`src/sv/servo_pose_sequencer_assert.svh`:
```
// Assertion macros for the servo pose sequencer.
// Each macro expects a clock named clk and an active-low reset named rst_n in scope.
`ifndef SERVO_POSE_SEQUENCER_ASSERT_SVH
`define SERVO_POSE_SEQUENCER_ASSERT_SVH

// The consequent must hold in the same cycle as the antecedent.
`define SPS_ASSERT_NOW(lbl, ante, cons) \
    lbl: assert property (@(posedge clk) disable iff (!rst_n) (ante) |-> (cons)) \
        else $error("servo pose sequencer check failed");

// The consequent must hold in the cycle after the antecedent.
`define SPS_ASSERT_NEXT(lbl, ante, cons) \
    lbl: assert property (@(posedge clk) disable iff (!rst_n) (ante) |=> (cons)) \
        else $error("servo pose sequencer check failed");

`endif

```
`src/sv/sps_pkg.sv`:
```
package sps_pkg;

    localparam int NUM_SERVOS = 5;
    localparam int NUM_MOVES  = 12;

    typedef logic [7:0] angle_t;
    typedef logic [2:0] servo_sel_t;
    typedef logic [4:0] period_t;
    typedef logic [3:0] move_idx_t;
    typedef angle_t [NUM_SERVOS-1:0] angles_t;

    // Command codes carried in the cmd field.
    localparam logic [1:0] CMD_TICK  = 2'd0;
    localparam logic [1:0] CMD_WRITE = 2'd1;
    localparam logic [1:0] CMD_READ  = 2'd2;

    // Command bytes with a special meaning on a bus write.
    localparam logic [7:0] BYTE_LAST_BIN = 8'd2;
    localparam logic [7:0] BYTE_STOP     = 8'd3;
    localparam logic [7:0] BYTE_RESUME   = 8'd4;

    localparam move_idx_t FIRST_MOVE = 4'd0;
    localparam move_idx_t BIN_MOVE   = 4'd6;
    localparam move_idx_t REST_START = 4'd9;
    localparam move_idx_t END_MOVE   = 4'(NUM_MOVES);

    // Servo five is element 4, servo one is element 0.
    localparam angles_t RESET_ANGLES = {8'd85, 8'd55, 8'd180, 8'd140, 8'd60};

    typedef struct packed {
        logic       pair;
        servo_sel_t sa;
        angle_t     ta;
        servo_sel_t sb;
        angle_t     tb;
        period_t    per;
    } move_t;

    typedef struct packed {
        logic       found;
        move_idx_t  idx;
    } move_pick_t;

    typedef struct packed {
        logic [1:0] cmd;
        logic [7:0] data_byte;
    } req_t;

    typedef struct packed {
        logic [7:0] angle_one;
        logic [7:0] angle_two;
        logic [7:0] angle_three;
        logic [7:0] angle_four;
        logic [7:0] angle_five;
        logic       read_data;
        logic       busy_res;
        logic       halted;
    } rsp_t;

    // Waypoint table. The drop move takes its first target from bin_target.
    function automatic move_t move_info(input move_idx_t idx);
        move_t m;
        case (idx)
            4'd0:    m = '{1'b1, 3'd1, 8'd120, 3'd0, 8'd0,   5'd10};
            4'd1:    m = '{1'b1, 3'd3, 8'd70,  3'd2, 8'd135, 5'd10};
            4'd2:    m = '{1'b0, 3'd4, 8'd172, 3'd4, 8'd172, 5'd10};
            4'd3:    m = '{1'b1, 3'd3, 8'd40,  3'd2, 8'd153, 5'd10};
            4'd4:    m = '{1'b0, 3'd0, 8'd40,  3'd0, 8'd40,  5'd10};
            4'd5:    m = '{1'b1, 3'd3, 8'd70,  3'd2, 8'd150, 5'd10};
            4'd6:    m = '{1'b0, 3'd4, 8'd0,   3'd4, 8'd0,   5'd10};
            4'd7:    m = '{1'b1, 3'd3, 8'd5,   3'd2, 8'd105, 5'd10};
            4'd8:    m = '{1'b0, 3'd0, 8'd0,   3'd0, 8'd0,   5'd20};
            4'd9:    m = '{1'b1, 3'd3, 8'd55,  3'd2, 8'd180, 5'd10};
            4'd10:   m = '{1'b1, 3'd0, 8'd60,  3'd1, 8'd140, 5'd15};
            4'd11:   m = '{1'b0, 3'd4, 8'd85,  3'd4, 8'd85,  5'd10};
            default: m = '{1'b0, 3'd0, 8'd0,   3'd0, 8'd0,   5'd10};
        endcase
        return m;
    endfunction

    function automatic angle_t bin_target(input logic [1:0] bin);
        angle_t t;
        case (bin)
            2'd0:    t = 8'd70;
            2'd1:    t = 8'd93;
            default: t = 8'd120;
        endcase
        return t;
    endfunction

    function automatic angle_t toward(input angle_t p, input angle_t t);
        angle_t r;
        if (p < t) begin
            r = p + 8'd1;
        end
        else if (p > t) begin
            r = p - 8'd1;
        end
        else begin
            r = p;
        end
        return r;
    endfunction

endpackage

```
`src/sv/servo_pose_sequencer.sv`:
```
// Channel    Payload   Handshake               Meaning
// req        req_t     req_valid / req_stall    tick, bus write or bus read
// rsp        rsp_t     rsp_valid / rsp_stall    angles and status after each item
//
// Every accepted request yields exactly one response. The request passes through
// the input register and then the single update stage, which writes the sequencer
// state and the response register together. A new request is taken in every cycle
// unless the response side stalls while the input register is full.
// Reset clears both pipeline valid bits and puts the arm in its power-up pose.
// A stall on the response side holds the response register; the request side
// then stalls only while the input register is also full.
module servo_pose_sequencer
    import sps_pkg::*;
(
    input  logic clk,
    input  logic rst_n,
    input  logic req_valid,
    output logic req_stall,
    input  req_t req_item,
    output logic rsp_valid,
    input  logic rsp_stall,
    output rsp_t rsp_item
);

    // A move counts as reached when every servo it drives sits at its target.
    function automatic logic at_target(input move_idx_t i, input angles_t a,
                                       input logic [1:0] bin);
        move_t  m;
        angle_t tgt;
        m   = move_info(i);
        tgt = (i == BIN_MOVE) ? bin_target(bin) : m.ta;
        return (a[m.sa] == tgt) && (!m.pair || (a[m.sb] == m.tb));
    endfunction

    // Finds the first move at or after start that still needs time. A paired
    // move that is already at its targets is skipped; a single move never is.
    function automatic move_pick_t find_move(input move_idx_t start, input angles_t a,
                                             input logic [1:0] bin);
        move_pick_t pick;
        move_t      m;
        pick = '{1'b0, FIRST_MOVE};
        for (int k = 0; k < NUM_MOVES; k++) begin
            m = move_info(4'(k));
            if (!pick.found && (4'(k) >= start)
                && (!m.pair || !at_target(4'(k), a, bin))) begin
                pick = '{1'b1, 4'(k)};
            end
        end
        return pick;
    endfunction

    // Input register.
    logic      s1_valid_reg;
    req_t      s1_item_reg;
    logic      advance;

    // Sequencer state.
    angles_t   angles_reg,  angles_next;
    logic      stop_reg,    stop_next;
    logic      done_reg,    done_next;
    logic      running_reg, running_next;
    move_idx_t move_reg,    move_next;
    logic [1:0] bin_reg,    bin_next;
    period_t   tick_reg,    tick_next;
    logic      extra_reg,   extra_next;

    // Response register.
    logic      rsp_valid_reg;
    rsp_t      rsp_item_reg, rsp_next;

    // The update stage moves whenever the response register is empty or being taken.
    assign advance   = s1_valid_reg && (!rsp_valid_reg || !rsp_stall);
    assign req_stall = s1_valid_reg && !advance;
    assign rsp_valid = rsp_valid_reg;
    assign rsp_item  = rsp_item_reg;

    // Update logic: one enter-move search is shared by the tick and write paths.
    move_t      cur;
    angles_t    stepped;
    move_idx_t  enter_start;
    angles_t    enter_angles;
    logic [1:0] enter_bin;
    logic       do_enter;
    move_pick_t pick;
    move_t      picked;
    logic       read_bit;
    logic       write_bin;

    always_comb
    begin
        cur       = move_info(move_reg);
        write_bin = (s1_item_reg.data_byte <= BYTE_LAST_BIN);

        // One slew step toward the current move's targets.
        stepped = angles_reg;
        for (int k = 0; k < NUM_SERVOS; k++) begin
            if (3'(k) == cur.sa) begin
                stepped[k] = toward(angles_reg[k],
                                    (move_reg == BIN_MOVE) ? bin_target(bin_reg) : cur.ta);
            end
            else if (cur.pair && (3'(k) == cur.sb)) begin
                stepped[k] = toward(angles_reg[k], cur.tb);
            end
        end

        angles_next  = angles_reg;
        stop_next    = stop_reg;
        done_next    = done_reg;
        running_next = running_reg;
        move_next    = move_reg;
        bin_next     = bin_reg;
        tick_next    = tick_reg;
        extra_next   = extra_reg;
        read_bit     = 1'b0;
        do_enter     = 1'b0;
        enter_start  = REST_START;
        enter_angles = angles_reg;
        enter_bin    = bin_reg;

        case (s1_item_reg.cmd)
            CMD_TICK:
            begin
                if (running_reg) begin
                    if ((tick_reg + 5'd1) < cur.per) begin
                        tick_next = tick_reg + 5'd1;
                    end
                    else begin
                        tick_next = '0;
                        if (extra_reg) begin
                            extra_next = 1'b0;
                        end
                        else begin
                            angles_next = stepped;
                        end
                        if (at_target(move_reg, angles_next, bin_reg)) begin
                            do_enter     = 1'b1;
                            enter_start  = move_reg + 4'd1;
                            enter_angles = angles_next;
                        end
                    end
                end
            end
            CMD_WRITE:
            begin
                if (s1_item_reg.data_byte == BYTE_STOP) begin
                    stop_next    = 1'b1;
                    running_next = 1'b0;
                    done_next    = 1'b1;
                    move_next    = FIRST_MOVE;
                    tick_next    = '0;
                    extra_next   = 1'b0;
                end
                else if (s1_item_reg.data_byte == BYTE_RESUME) begin
                    stop_next    = 1'b0;
                    running_next = 1'b1;
                    do_enter     = 1'b1;
                end
                else if (!running_reg) begin
                    if (stop_reg) begin
                        done_next = 1'b1;
                    end
                    else begin
                        running_next = 1'b1;
                        do_enter     = 1'b1;
                        if (write_bin) begin
                            bin_next    = s1_item_reg.data_byte[1:0];
                            enter_bin   = s1_item_reg.data_byte[1:0];
                            enter_start = FIRST_MOVE;
                        end
                    end
                end
            end
            CMD_READ:
            begin
                read_bit  = done_reg;
                done_next = 1'b0;
            end
            default:
            begin
                read_bit = 1'b0;
            end
        endcase

        pick   = find_move(enter_start, enter_angles, enter_bin);
        picked = move_info(pick.idx);
        if (do_enter) begin
            tick_next = '0;
            if (pick.found) begin
                move_next  = pick.idx;
                extra_next = !picked.pair;
            end
            else begin
                running_next = 1'b0;
                done_next    = 1'b1;
                move_next    = FIRST_MOVE;
                extra_next   = 1'b0;
            end
        end

        rsp_next.angle_one   = angles_next[0];
        rsp_next.angle_two   = angles_next[1];
        rsp_next.angle_three = angles_next[2];
        rsp_next.angle_four  = angles_next[3];
        rsp_next.angle_five  = angles_next[4];
        rsp_next.read_data   = read_bit;
        rsp_next.busy_res    = running_next;
        rsp_next.halted      = stop_next;
    end

    // Pipeline valid bits and sequencer state.
    always_ff @(posedge clk or negedge rst_n)
    begin
        if (!rst_n) begin
            s1_valid_reg  <= 1'b0;
            rsp_valid_reg <= 1'b0;
            angles_reg    <= RESET_ANGLES;
            stop_reg      <= 1'b0;
            done_reg      <= 1'b0;
            running_reg   <= 1'b0;
            move_reg      <= FIRST_MOVE;
            bin_reg       <= 2'd0;
            tick_reg      <= '0;
            extra_reg     <= 1'b0;
        end
        else begin
            if (req_valid && !req_stall) begin
                s1_valid_reg <= 1'b1;
            end
            else if (advance) begin
                s1_valid_reg <= 1'b0;
            end

            if (advance) begin
                rsp_valid_reg <= 1'b1;
                angles_reg    <= angles_next;
                stop_reg      <= stop_next;
                done_reg      <= done_next;
                running_reg   <= running_next;
                move_reg      <= move_next;
                bin_reg       <= bin_next;
                tick_reg      <= tick_next;
                extra_reg     <= extra_next;
            end
            else if (!rsp_stall) begin
                rsp_valid_reg <= 1'b0;
            end
        end
    end

    // Payload registers carry no reset.
    always_ff @(posedge clk)
    begin
        if (req_valid && !req_stall) begin
            s1_item_reg <= req_item;
        end
        if (advance) begin
            rsp_item_reg <= rsp_next;
        end
    end

    // A latched emergency stop always leaves the sequencer idle.
`include "servo_pose_sequencer_assert.svh"
    `SPS_ASSERT_NOW(a_stop_is_idle, stop_reg, !running_reg)
    // When idle, the move pointer, tick counter and extra period are all parked.
    `SPS_ASSERT_NOW(a_idle_parked, !running_reg,
                    (move_reg == FIRST_MOVE) && (tick_reg == '0) && !extra_reg)
    // While running, the tick counter stays inside the current move's period.
    `SPS_ASSERT_NOW(a_tick_in_period, running_reg,
                    (move_reg < END_MOVE) && (tick_reg < cur.per))
    // The response shown reflects the state that the update stage just wrote.
    `SPS_ASSERT_NEXT(a_rsp_matches_state, advance,
                     (rsp_item_reg.busy_res == running_reg)
                     && (rsp_item_reg.halted == stop_reg))

endmodule
```
`config.mk`:
```
export PLATFORM = sky130hd
export DESIGN_NAME = servo_pose_sequencer
export DESIGN_NICKNAME = d
export VERILOG_FILES = /design/src/sv/sps_pkg.sv /design/src/sv/servo_pose_sequencer.sv
export VERILOG_INCLUDE_DIRS = /design/src /design/src/sv
export SDC_FILE = /design/constraint.sdc
export NUM_CORES = 1
export LEC_CHECK = 0
export BUFFER_PORTS_ARGS = -buffer_cell sky130_fd_sc_hd__buf_4
export CORE_MARGIN = 4
export CORE_UTILIZATION = 30
export CTS_CLUSTER_DIAMETER = 60
export DETAILED_ROUTE_END_ITERATION = 10
export GPL_TIMING_DRIVEN = 0
export MAX_ROUTING_LAYER = met4
export PLACE_DENSITY = 0.47
export REMOVE_ABC_BUFFERS = 1
export SYNTH_ARGS = -nofsm -noshare
export SYNTH_HDL_FRONTEND = slang
export SYNTH_SLANG_ARGS = --single-unit
```
`constraint.sdc`:
```
create_clock -name clk -period 7.95 [get_ports clk]
set_input_delay 1.1925 -clock clk [delete_from_list [all_inputs] [get_ports clk]]
set_output_delay 1.1925 -clock clk [all_outputs]
set_load 0.05 [all_outputs]
```
==> results.toml <==
[floorplanning]
fp.dieW_um = 220
start_util_pct = 30.4
row_count = 77
die_area_um2 = 48300
die-height_um = 220
core_area_um2 = 44300
io_pins = 59

[drt]
finalWirelength_um = 56700
routed_via_density = 6.22
wl_per_cell_um = 24.4
drt-initial-drc-count = 1624
first_pass_iters = 6
vias = 14418
ant_nets = 0
drc = 0

[pwr]
leakage_nw = 5.75
peakVddDrop_mv = 0.192
powerDensity_nw_per_um2 = 495

[grt]
grt_antenna_before_repair = 2
met1_usage_pct = 32.8
grt_max_degree = 58
grt_overflow_total = 0
grt_pass1_vias = 13455
track_usage_pct = 23.8
grt.met3_usage_pct = 4.19
grt_pass1_wl_um = 86100
busiest_layer = "met2"
grt_util_met2_pct = 35.4

[clocking]
clkSinkCount = 110
cts_max_level = 3
clock_latency_ns = 0.41
clock_path_buffers = 2
cts_buffers = 9
cts.clk_slew.worst_paths_ns = 0.08
cts_tree = "yes"
cts_root_buffer = "clkbuf_16"
ctsHoldBuffers = 0

[synth]
avgSynthCellArea_um2 = 7.67
synth_edf_count = 53
syn_area_um2 = 13500
netlist_instances = 1753
synth_ff_type = "edfxtp_1"
synth.distinct_cells = 105
synth_seq_cells = 110
yosysSeqAreaShare_pct = 22.6
async_reset_ff_share_pct = 51.8
yosysWarningCount = 0

[min_path]
hp-class = "reg -> reg"

[placement]
dpl-instance-area_um2 = 14300
dp_slack_ns = -0.774
dp_hpwl_um = 42100
io_buffers = 58
gp_congestion = 0.985

[sta]
worst_slack_ns = 0.240
tns_ns = 0
whs_ns = 0.509
fin_crit_sh_pct = 97.0
drv_slew = 0
fin_crit_ns = 7.71
fmax_mhz = 130
setup_viol = 0
fin_worst_skew_ns = 0.0139
worst_pin_slew_ns = 1.29
hold_viol_final = 0
slew_headroom_pct = 13.0

[final_layout]
areaGrowthSynthToFinish_pct = 10.7
drive_gt1_share_pct = 13.5
final_area_um2 = 14900
largest_reg_flops = 43
utilization_pct = 33.6
num-nets-final = 1834

[outcome]
run_status = "completed"

[critical_path]
crit_path_max_incr_delay_ns = 0.59
endpoint_kind = "flip-flop"
cp.required_ns = 8.23
start_kind = "flip-flop"
worstPathArrival_ns = 7.99
worstPathCellList = "clkinvlp_4, ha_2, nor2_1, a211oi_2, a21oi_2, ha_1, nand4_1, or2_2, a31oi_2, nor3_2, nand2b_1, o211ai_1, nor2_1, a2111o_1, mux2i_1, or4_4, o21ai_4, a31o_1, a41oi_1, o221ai_2, ha_1, a21o_1, a32oi_1, o21ai_0"
cp_slowest_cell = "dfrtp_4"
criticalPathCategory = "reg -> reg"
crit_fanout = 21

[run]
drv_cap = 0
-- report_power, final --
group	switching [mW]	internal [mW]	total, mW
registers	0.425	0.782	1.21
logic	3.71	1.94	5.65
clock network	0.258	0.249	0.507
total	4.39	2.97	7.36
-- layout make-up --
cell class | instances | area (um^2)
diodes | 2 | 5.00
clock buffers | 9 | 225
clock inverters | 7 | 80.1
fillers | 4788 | 29400
inverters | 47 | 183
multi-input cells | 1484 | 9990
flip-flops and latches | 110 | 3060
well taps | 592 | 741
repair buffers | 68 | 606
-- synthesized netlist by cell type (26+ instances only) --
library cell	number	share of area (%)
xnor2_1	42	2.7
or3_1	32	1.5
a21oi_1	95	3.5
dfrtp_1	37	6.9
nand3_1	71	2.6
edfxtp_1	53	12
inv_1	45	1.3
clkbuf_1	86	2.4
nor2_1	139	3.9
nor3_1	55	2.0
ha_1	100	9.3
nand4_1	52	2.4
nand2_1	212	5.9
o21ai_0	113	4.2
a31oi_1	26	1.2
o211ai_1	26	1.5
and3_1	38	1.8
xor2_1	28	1.8
-- layer usage --
metal	part of all wire, %	routed length, um
met1	45	25500
met2	44	24800
met3	7.8	4430
met4	3.4	1900
met5	0	0
-- stage by stage --
step	cells	power (mW)
CTS	2314	7.13
detailed placement	2298	6.54
floorplan	1641	4.78
global route	2319	7.87
global placement	2291	6.48
finish	2319	7.36
-- worst paths after layout --
path | from | cells after the start | end | slack, ns
min in group asynchronous | rst_n | 1 | angles_reg[8]$_DFFE_PN0P_ | 0.89
worst max-delay path | move_reg[0]$_DFFE_PN0P_ | 24 | extra_reg$_DFFE_PN0P_ | 0.24
worst min-delay path | s1_valid_reg$_DFFE_PN0P_ | 1 | rsp_valid$_DFFE_PN0P_ | 0.51
max in group asynchronous | rst_n | 1 | extra_reg$_DFFE_PN0P_ | 6.38
worst max register to register | move_reg[0]$_DFFE_PN0P_ | 24 | extra_reg$_DFFE_PN0P_ | 0.24
worst min register to register | s1_valid_reg$_DFFE_PN0P_ | 1 | rsp_valid$_DFFE_PN0P_ | 0.51
-- critical path, delay by kind of cell (launching register included) --
kind / cells / cell delay (ns)
AO/OA/AOI/OAI: 12 / 3.71
AND/OR/NAND/NOR: 7 / 1.61
adder cells (fa/ha/maj): 3 / 1.20
flip-flops: 1 / 0.59
buffers and inverters: 1 / 0.31
multiplexers: 1 / 0.16
-- timing repair --
| action | 4_1_cts | 5_1_grt |
|---|---|---|
| setup buffers | 0 | 2 |
| pin swaps | 0 | 1 |
| resized for setup | 16 | 28 |
| hold endpoints to repair | 0 | 0 |
| setup endpoints to repair | 9 | 3 |
-- cell families (layout without fill, tap and decap cells) --
family	after synthesis	count (layout)	share of synthesized area, %
simple gates	741	741	27.8
buf+inv	159	131	4.74
xor+xnor	70	70	4.56
flops	110	110	22.6
fa+ha+maj	100	100	9.30
compound gates	526	526	27.2
mux	47	47	3.80
other cells	0	2	0
-- cell usage in the layout, fill, tap and decap left out, types with 8 or more instances in the layout --
| cell | synthesis | final |
|---|---|---|
| edfxtp_1 | 53 | 53 |
| o21ai_1 | 8 | 10 |
| a21o_1 | 21 | 21 |
| xnor2_1 | 42 | 42 |
| o31ai_1 | 15 | 14 |
| buf_4 | 3 | 61 |
| o2111ai_1 | 13 | 13 |
| nor4_1 | 21 | 20 |
| nand4_1 | 52 | 52 |
| clkbuf_16 | 0 | 9 |
| and3_1 | 38 | 38 |
| o21ai_0 | 113 | 110 |
| or3_1 | 32 | 32 |
| or4_1 | 8 | 8 |
| nand2_1 | 212 | 212 |
| mux2_2 | 23 | 23 |
| and2_1 | 12 | 12 |
| a221oi_1 | 11 | 10 |
| o211ai_1 | 26 | 26 |
| and4_1 | 10 | 10 |
| nor3_2 | 9 | 11 |
| o21a_1 | 14 | 14 |
| dfstp_2 | 20 | 20 |
| nor2b_1 | 19 | 17 |
| inv_1 | 45 | 42 |
| or2_2 | 16 | 16 |
| a211oi_1 | 23 | 22 |
| a21oi_1 | 95 | 89 |
| nor2_1 | 139 | 138 |
| o22ai_1 | 23 | 22 |
| ha_1 | 100 | 97 |
| nand2b_1 | 21 | 21 |
| nand3_1 | 71 | 70 |
| dfrtp_1 | 37 | 33 |
| mux2i_1 | 20 | 19 |
| nor3_1 | 55 | 53 |
| xor2_1 | 28 | 27 |
| a31oi_1 | 26 | 22 |
(Power assumes the default switching activity.)
